## src/nhr_pkg.sv

```systemverilog
// Shared types for the navigation history ring: operation codes, word structs,
// controller states and the command group. No dependencies.
`timescale 1ns / 1ps

package nhr_pkg;

  typedef enum logic [1:0] {
    OP_SAVE = 2'd0,
    OP_FWD  = 2'd1,
    OP_BACK = 2'd2
  } op_e;

  typedef struct packed {
    logic [1:0]  operation;
    logic [31:0] position;
  } in_item_t;

  typedef struct packed {
    logic        ok;
    logic [31:0] target;
  } out_item_t;

  typedef enum logic {
    ST_IDLE = 1'b0,
    ST_EXEC = 1'b1
  } state_e;

  typedef struct packed {
    logic capture;
    logic exec;
  } ctrl_cmd_t;

endpackage

```

## src/nhr_ctrl.sv

```systemverilog
// Controller of the navigation history ring: accepts one word, then executes it
// once the output register is free. Depends on nhr_pkg.
`timescale 1ns / 1ps

module nhr_ctrl (
  input  logic               clk_i,
  input  logic               rst_ni,
  input  logic               in_valid_i,
  output logic               in_ready_o,
  output logic               out_valid_o,
  input  logic               out_ready_i,
  output nhr_pkg::ctrl_cmd_t cmd_o
);

  nhr_pkg::state_e state_q, state_d;
  logic            out_valid_q, out_valid_d;

  always_ff @(posedge clk_i or negedge rst_ni) begin
    if (!rst_ni) begin
      state_q     <= nhr_pkg::ST_IDLE;
      out_valid_q <= 1'b0;
    end else begin
      state_q     <= state_d;
      out_valid_q <= out_valid_d;
    end
  end

  always_comb begin
    state_d     = state_q;
    out_valid_d = out_valid_q;
    cmd_o       = '0;
    in_ready_o  = 1'b0;
    if (out_valid_q && out_ready_i) begin
      out_valid_d = 1'b0;
    end
    unique case (state_q)
      nhr_pkg::ST_IDLE: begin
        in_ready_o = 1'b1;
        if (in_valid_i) begin
          cmd_o.capture = 1'b1;
          state_d       = nhr_pkg::ST_EXEC;
        end
      end
      nhr_pkg::ST_EXEC: begin
        if (!out_valid_q || out_ready_i) begin
          cmd_o.exec  = 1'b1;
          out_valid_d = 1'b1;
          state_d     = nhr_pkg::ST_IDLE;
        end
      end
      default: begin
        state_d = nhr_pkg::ST_IDLE;
      end
    endcase
  end

  assign out_valid_o = out_valid_q;

endmodule

```

## src/nhr_datapath.sv

```systemverilog
// Datapath of the navigation history ring: slot memory with two registered read
// ports, the three ring pointers and the output word register. Depends on nhr_pkg.
`timescale 1ns / 1ps

module nhr_datapath #(
  parameter int DEPTH    = 32,
  parameter int POS_BITS = 32
) (
  input  logic               clk_i,
  input  logic               rst_ni,
  input  nhr_pkg::ctrl_cmd_t cmd_i,
  input  nhr_pkg::in_item_t  in_data_i,
  output nhr_pkg::out_item_t out_data_o
);

  localparam int PTR_W = $clog2(DEPTH);

  typedef logic [PTR_W-1:0]    ptr_t;
  typedef logic [POS_BITS-1:0] pos_t;

  function automatic ptr_t ring_next(input ptr_t p);
    ring_next = (p == PTR_W'(DEPTH - 1)) ? '0 : p + 1'b1;
  endfunction

  function automatic ptr_t ring_prev(input ptr_t p);
    ring_prev = (p == '0) ? PTR_W'(DEPTH - 1) : p - 1'b1;
  endfunction

  // An unwritten slot may be read, but its value never reaches the output, so the memory needs no clearing.
  pos_t mem_q [DEPTH];

  ptr_t               oldest_q, oldest_d;
  ptr_t               newest_q, newest_d;
  ptr_t               here_q, here_d;
  logic [1:0]         op_q;
  logic [31:0]        pos_q;
  pos_t               rda_q, rdb_q;
  nhr_pkg::out_item_t out_q, out_d;

  ptr_t rd_addr_a;
  ptr_t next_here, next_newest, next_oldest, prev_here;
  pos_t stored;
  logic wr_en;
  ptr_t wr_addr;

  assign next_here   = ring_next(here_q);
  assign next_newest = ring_next(newest_q);
  assign next_oldest = ring_next(oldest_q);
  assign prev_here   = ring_prev(here_q);
  assign stored      = POS_BITS'(pos_q);

  assign rd_addr_a = (in_data_i.operation == nhr_pkg::OP_FWD) ? next_here : here_q;

  always_ff @(posedge clk_i) begin
    if (wr_en) begin
      mem_q[wr_addr] <= stored;
    end
    if (cmd_i.capture) begin
      rda_q <= mem_q[rd_addr_a];
      rdb_q <= mem_q[prev_here];
      op_q  <= in_data_i.operation;
      pos_q <= in_data_i.position;
    end
    if (cmd_i.exec) begin
      out_q <= out_d;
    end
  end

  always_ff @(posedge clk_i or negedge rst_ni) begin
    if (!rst_ni) begin
      oldest_q <= '0;
      newest_q <= '0;
      here_q   <= '0;
    end else if (cmd_i.exec) begin
      oldest_q <= oldest_d;
      newest_q <= newest_d;
      here_q   <= here_d;
    end
  end

  always_comb begin
    oldest_d     = oldest_q;
    newest_d     = newest_q;
    here_d       = here_q;
    wr_en        = 1'b0;
    wr_addr      = next_here;
    out_d.ok     = 1'b0;
    out_d.target = pos_q;
    case (op_q)
      nhr_pkg::OP_SAVE: begin
        here_d   = next_here;
        newest_d = next_here;
        wr_en    = cmd_i.exec;
        wr_addr  = next_here;
        if (oldest_q == next_here) begin
          oldest_d = next_oldest;
        end
        out_d.ok = 1'b1;
      end
      nhr_pkg::OP_FWD: begin
        if (here_q != newest_q) begin
          here_d       = next_here;
          out_d.ok     = 1'b1;
          out_d.target = 32'(rda_q);
        end
      end
      nhr_pkg::OP_BACK: begin
        if (newest_q != oldest_q) begin
          if (here_q == newest_q && rda_q != stored) begin
            newest_d     = next_newest;
            wr_en        = cmd_i.exec;
            wr_addr      = next_newest;
            if (oldest_q == next_newest) begin
              oldest_d = next_oldest;
            end
            out_d.ok     = 1'b1;
            out_d.target = 32'(rda_q);
          end else if (prev_here != oldest_q) begin
            here_d       = prev_here;
            out_d.ok     = 1'b1;
            out_d.target = 32'(rdb_q);
          end
        end
      end
      default: begin
      end
    endcase
  end

  assign out_data_o = out_q;

endmodule

```

## src/navigation_history_ring.sv

```systemverilog
// Top level of the navigation history ring: controller plus datapath.
// Depends on nhr_pkg, nhr_ctrl and nhr_datapath.
// Each word is first captured with a registered read of the slots at and around the current position;
// once the output register is free, the pointers are updated, the slot is written and the output register is loaded.
`timescale 1ns / 1ps

module navigation_history_ring #(
  parameter int DEPTH    = 32,
  parameter int POS_BITS = 32
) (
  input  logic               clk_i,
  input  logic               rst_ni,
  input  logic               in_valid_i,
  output logic               in_ready_o,
  input  nhr_pkg::in_item_t  in_data_i,
  output logic               out_valid_o,
  input  logic               out_ready_i,
  output nhr_pkg::out_item_t out_data_o
);

  nhr_pkg::ctrl_cmd_t cmd;

  nhr_ctrl u_ctrl (
    .clk_i       (clk_i),
    .rst_ni      (rst_ni),
    .in_valid_i  (in_valid_i),
    .in_ready_o  (in_ready_o),
    .out_valid_o (out_valid_o),
    .out_ready_i (out_ready_i),
    .cmd_o       (cmd)
  );

  nhr_datapath #(
    .DEPTH    (DEPTH),
    .POS_BITS (POS_BITS)
  ) u_datapath (
    .clk_i      (clk_i),
    .rst_ni     (rst_ni),
    .cmd_i      (cmd),
    .in_data_i  (in_data_i),
    .out_data_o (out_data_o)
  );

endmodule

```

## config.mk

```make
export PLATFORM = sky130hd
export DESIGN_NAME = navigation_history_ring
export DESIGN_NICKNAME = d
export VERILOG_FILES = /design/src/nhr_pkg.sv /design/src/nhr_ctrl.sv /design/src/nhr_datapath.sv /design/src/navigation_history_ring.sv
export SDC_FILE = /design/constraint.sdc
export NUM_CORES = 2
export LEC_CHECK = 0
export BUFFER_PORTS_ARGS = -buffer_cell sky130_fd_sc_hd__buf_2
export CAP_MARGIN = 20
export CORE_MARGIN = 1
export CORE_UTILIZATION = 52
export DETAILED_ROUTE_END_ITERATION = 10
export GPL_TIMING_DRIVEN = 0
export PLACE_DENSITY_LB_ADDON = 0.12
export SLEW_MARGIN = 30
export SYNTH_ARGS = -nofsm -noshare
export SYNTH_HDL_FRONTEND = slang
export SYNTH_HIERARCHICAL = 1
export SYNTH_SLANG_ARGS = --single-unit
```

## constraint.sdc

```tcl
create_clock -name clk_i -period 6.2 [get_ports clk_i]
set_input_delay 1.24 -clock clk_i [delete_from_list [all_inputs] [get_ports clk_i]]
set_output_delay 1.24 -clock clk_i [all_outputs]
set_load 0.02 [all_outputs]
```

-- Word level (Yosys, flattened, before mapping)
Memories as Yosys holds them, arrays and structs flattened. A register that Yosys moved wholly into a read port is not among the register bits.
Cells that the tools add are included.
- memories: 1
- word-level logic and storage cells: 88
- bits of input ports: 38
- register bits after elaboration: 84
- bits in writable memories: 1024
- output and inout port bits: 35
- bitwise gates (word level): 1
- muxes and demuxes: 42
- equal/unequal tests: 20
- reduce and logical (&&, ||, !) cells: 11
- add/subtract/negate cells: 4
- memory list (memory ; words ; bits a word ; read ports ; clocked after Yosys merged registers in ; write ports ; RTL line ; source):
    u_datapath.mem_q ; 32 ; 32 ; 2 ; 2 ; 1 ; nhr_datapath.sv:30 ; pos_t mem_q [DEPTH];
- operator list (kind ; count):
    $mux 33 ; 4
    $mux 5 ; 18
    $pmux 32 s2 ; 1
    $ne 32x32->1 ; 1
    $pmux 5 s2 ; 2
    $add 5x1->5 const B ; 3
    $eq 5x5->1 ; 3
    $eq 5x5->1 const B ; 3
    $ne 5x5->1 ; 3
    $pmux 5 s3 ; 1
    $mux 1 ; 13
    $ne 2x1->1 const B ; 6
    $reduce_and 6->1 ; 2
    $logic_not 5->1 ; 1
    $sub 5x1->5 const B ; 1
    $eq 2x1->1 const B ; 2
    $pmux 1 s2 ; 2
    $reduce_and 4->1 ; 1
    $pmux 1 s3 ; 1
    $reduce_bool 3->1 ; 1
    $eq 2x2->1 const B ; 1
    $logic_and 1x1->1 ; 2
    $logic_not 2->1 ; 1
    $ne 2x2->1 const B ; 1
    other kinds (4) ; 4

-- Longest topological paths before layout
- depth in word-level cells: 9
- depth in mapped cells: 13
- depth with buffers taken out: 10

-- By module
The synthesis kept the hierarchy.
- by module, submodules not included (module ; times used ; cells an instance ; sequential area each (um2) ; area an instance (um2)):
    nhr_datapath ; 1 ; 2885 ; 35058.6 ; 53906.7
    nhr_ctrl ; 1 ; 8 ; 50.0 ; 93.8

-- Worst setup path after synthesis
OpenSTA, ideal clock, no wires.
- path kind: input port to flip-flop
- from: input out_ready_i
- to: memory u_datapath/mem_q[25][0] in the netlist's numbering, enable pin
- required time: 5.739 ns
- arrival time: 5.290 ns
- buffers on the path: 1
- stages on the path: 7
- setup time: 0.461 ns
- slack: 0.449 ns
- cell sequence: nand2b_4 -> and2_1 -> clkbuf_1 -> nand2_1 -> nor4_1 -> mux2i_1 -> nor3_1
- RTL lines (item ; RTL line ; source):
    start, declared ; navigation_history_ring.sv:17 ; input logic out_ready_i,
    end, declared ; nhr_datapath.sv:30 ;

-- Worst setup path after layout
- from: register u_datapath.pos_q[24]
- to: memory u_datapath/mem_q[26][10] in the netlist's numbering, enable pin
- cells in the longest elaborated chain, start to end: 7
- elaborated cells between the ends (all ways): 10
- classes of those cells: 1 x eq/ne; 8 x mux; 1 x reduce/logical
- ends and longest elaborated chain (item ; RTL line ; source):
    start, declared ; nhr_datapath.sv:36 ; logic [31:0] pos_q;
    start signal, assigned ; nhr_datapath.sv:62 ; pos_q <= in_data_i.position;
    $ne 32x32->1 (*) ; nhr_datapath.sv:109 ; if (here_q == newest_q && rda_q != stored) begin
    $logic_and 1x1->1 (*) ; nhr_datapath.sv:109 ;
    $mux 1 ; nhr_datapath.sv:109 ;
    $mux 1 ; nhr_datapath.sv:108 ; if (newest_q != oldest_q) begin
    $pmux 1 s2 ; nhr_datapath.sv:89 ; case (op_q)
    $mux 1 ; nhr_datapath.sv:55 ; if (wr_en) begin
    $mux 1 (not written as such) ; nhr_datapath.sv:56 ; mem_q[wr_addr] <= stored;
Every way passes the cells marked *; elsewhere a longest branch is shown, timed or not.

==> flow_summary.yaml <==
run_status:
  status: "finished clean"
floorplan:
  die_y_um: 324
  die_x_um: 324
  dieArea_mm2: 0.105
  rows: 117
  core_area_mm2: 0.102
  start_util_pct: 52.8
  io_pins: 73
min_path:
  hp-class: "in -> async"
critical_path:
  cp-start-kind: "flip-flop"
  criticalPathCategory: "reg -> reg"
  ff2ff_path_depth: 12
  reg2reg_to: "u_datapath/mem_q[26][10]$_DFFE_PP_"
  max_stage_delay_ns: 1.04
  cpMaxStageDelayCell: "edfxtp_1"
  crit_required_ns: 6.64
  crit_chain: "xor2_1, nor4_1, nand4_1, o21ai_1, nor2_2, buf_4, a21o_1, nor3_2, buf_4, buf_4, buf_4, buf_4"
  ff2ff_setup_slack_ns: 0.06
  arrival_ns: 6.58
  endpoint_kind: "flip-flop"
  cp_max_fo: 34
  worst_path_most_repeated_cell: "buf_4"
  r2r_start: "u_datapath/pos_q[24]$_DFFE_PP_"
synth:
  ys_warn_count: 6
  synth-edff-count: 1155
  synthCells: 2893
  yosysSeqAreaShare_pct: 65.0
  async_flop_share_pct: 1.45
  yosysTopAreaCell: "edfxtp_1"
  ys.flop_type: "edfxtp_1"
  synth_top_area_share_pct: 64.2
  synth.area.top_cells: "edfxtp_1, mux4_2, mux2i_1"
  syn-cell-area_mm2: 0.0540
  synth-seq-cells: 1172
  syn_area_per_cell_um2: 18.7
  yosys.cell_types.count: 67
  synth.net_count: 2942
drt:
  antenna_left: 0
  drc_errors: 0
  first_pass_iters: 8
  route.vias.total: 36100
  wl_per_cell_um: 42.9
  drt-total-wl_mm: 208
  viasPerCell: 7.43
  drt_iter0_markers: 6669
timing:
  hold_slack_ns: 0.430
  period_share_pct: 99.0
  post-route-min-period_ns: 6.14
  finClkSkew_ns: 0.0363
  relSlewSlack_pct: 22.0
  finalHoldViolCount: 0
  slew_viol_final: 0
  rsz0062_at_grt: "false"
  setup_viol_count_final: 0
  worstMarginPinSlew_ns: 1.17
  fmax_mhz: 163
  setup_ws_ns: 0.0613
clocking:
  cts_sinks: 1172
  cts_setup_buffers: 0
  cts.clk_slew.worst_paths_ns: 0.06
  numCtsBuffers: 130
  clk_latency_ns: 0.76
  cts_tree: "done"
  hold_buffers: 0
  cts_max_level: 4
  clk_path_buf_depth: 3
  cts_resized: 0
  cts_root_buf: "clkbuf_16"
global_routing:
  grt-ovfl-total: 0
  grt_pass1_wl_mm: 279
  grt.total_usage_pct: 40.1
  grt_max_degree: 35
  grt_pass1_vias: 34700
  antenna_found_initial: 8
place:
  dpl_cell_area_mm2: 0.0587
  pre_cts_slack_ns: 0.149
  dp_cells: 4590
  hpwl_mm: 149
  port_buffers: 72
  gp_congestion: 0.920
pwr:
  power.leakage_nw: 21.5
  cellPowerDensity_mw_per_mm2: 545
  vdd_drop_max_uv: 416
finish:
  finalNetCount: 3433
  regArea_mm2: 0.0351
  final_cells: 4856
  final_cell_mix: "edfxtp_1, mux4_2, buf_4, nand2_1, clkbuf_16"
  multi_input_area_mm2: 0.0181
  layout_commonest_cell: "edfxtp_1"
  syn2layout_area_growth_pct: 17.2
  final.fill_count: 7186
  finish.instance_area_mm2: 0.0633
  drive_gt1_share_pct: 36.7
  finish.utilization_pct: 61.8
job:
  maxCapViolCount: 0
==> where the power goes <==
group | switching, mW | internal, mW | leakage (nW)
clock | 3.21 | 4.45 | 2.07
combinational | 11.1 | 6.08 | 8.76
sequential | 0.280 | 9.41 | 10.6
==> Yosys cell counts (5+ instances only) <==
| cell type | count |
|---|---|
| edfxtp_1 | 1155 |
| mux4_2 | 489 |
| nand2_1 | 253 |
| mux2i_1 | 136 |
| clkbuf_1 | 112 |
| nand3_1 | 65 |
| buf_2 | 53 |
| and2_1 | 51 |
| a221oi_1 | 46 |
| xor2_1 | 45 |
| nor3_1 | 41 |
| buf_4 | 34 |
| a221o_1 | 33 |
| nor2_1 | 33 |
| and3_1 | 30 |
| o21ai_1 | 28 |
| a32o_1 | 27 |
| o21ai_0 | 23 |
| mux2_2 | 21 |
| a311oi_1 | 18 |
| a21oi_1 | 17 |
| dfrtp_1 | 17 |
| a211oi_1 | 14 |
| xnor2_1 | 14 |
| a31oi_1 | 11 |
| ha_1 | 11 |
| nor4_1 | 9 |
| buf_1 | 8 |
| a22oi_1 | 7 |
| a32oi_1 | 7 |
| inv_1 | 7 |
| nor2b_1 | 7 |
| o221ai_1 | 7 |
| or3_1 | 7 |
| nand2b_1 | 5 |
| o21a_1 | 5 |
==> cell families (layout without fill, tap and decap cells) <==
kind of cell	count (synthesis)	count (layout)	synth area share (%)
DFF	1172	1172	65.0
and+or+nand+nor	521	521	4.54
buffers and inverters	219	812	1.94
AOI/OAI and AO/OA	263	263	3.86
adders and majority gates	11	11	0.255
other	0	2	0
muxes	647	647	23.4
xor gates and xnor gates	60	60	0.999
==> state kept, by name (all words and copies together), names as in the netlist <==
name and count:
u_datapath/mem_q 1024, u_datapath/out_data_o 33, u_datapath/pos_q 32, u_datapath/rda_q 32
u_datapath/rdb_q 32, u_datapath/here_q 5, u_datapath/newest_q 5, u_datapath/oldest_q 5
u_datapath/op_q 2, u_ctrl/out_valid_o 1, u_ctrl/state_q 1
==> worst max path at each step <==
stage,startpoint,cells past startpoint,to,slack [ns]
floorplan,out_ready_i,7,u_datapath/mem_q[25][0]$_DFFE_PP_,0.45
global placement,out_ready_i,8,u_datapath/mem_q[9][11]$_DFFE_PP_,-5.83
detailed placement,u_datapath/pos_q[5]$_DFFE_PP_,12,u_datapath/mem_q[26][13]$_DFFE_PP_,0.15
CTS,u_datapath/pos_q[15]$_DFFE_PP_,12,u_datapath/mem_q[26][10]$_DFFE_PP_,0.11
global route,u_datapath/pos_q[24]$_DFFE_PP_,12,u_datapath/mem_q[27][10]$_DFFE_PP_,0.22
finish,u_datapath/pos_q[24]$_DFFE_PP_,12,u_datapath/mem_q[26][10]$_DFFE_PP_,0.06
==> critical path, delay by kind of cell (launching register included) <==
| family | cells | cell delay, ns |
|---|---|---|
| XOR/XNOR | 1 | 0.29 |
| buffers and inverters | 5 | 1.20 |
| flip-flops | 1 | 1.04 |
| AND/OR/NAND/NOR | 4 | 2.15 |
| AO/OA/AOI/OAI | 2 | 1.10 |
==> stage by stage <==
| step | power (mW) | setup TNS, ns |
|---|---|---|
| 2_1_floorplan | 19.2 | 0 |
| 3_3_place_gp | 25.6 | -5530.74 |
| 3_5_place_dp | 26.1 | 0 |
| 4_1_cts | 33.7 | 0 |
| 5_1_grt | 34.9 | 0 |
| 6_report | 34.5 | 0 |
==> layer usage <==
| metal | part of all wire (%) | track usage, % |
|---|---|---|
| met1 | 33 | 50.1 |
| met2 | 43 | 58.5 |
| met3 | 16 | 16.1 |
| met4 | 7.8 | 24.9 |
| met5 | 0.12 | 1.11 |
==> area by class of cell <==
cell class | instances | share of cell area [%]
sequential | 1172 | 55.5
multi-input combinational | 1502 | 28.6
clock buffer | 163 | 5.62
timing repair buffer | 359 | 4.74
tap | 1368 | 2.71
buffer | 211 | 1.75
clock inverter | 71 | 1.01
inverter | 8 | 0.0475
antenna | 2 | 0.00791
No activity file was read; power rests on OpenSTA's default activity.
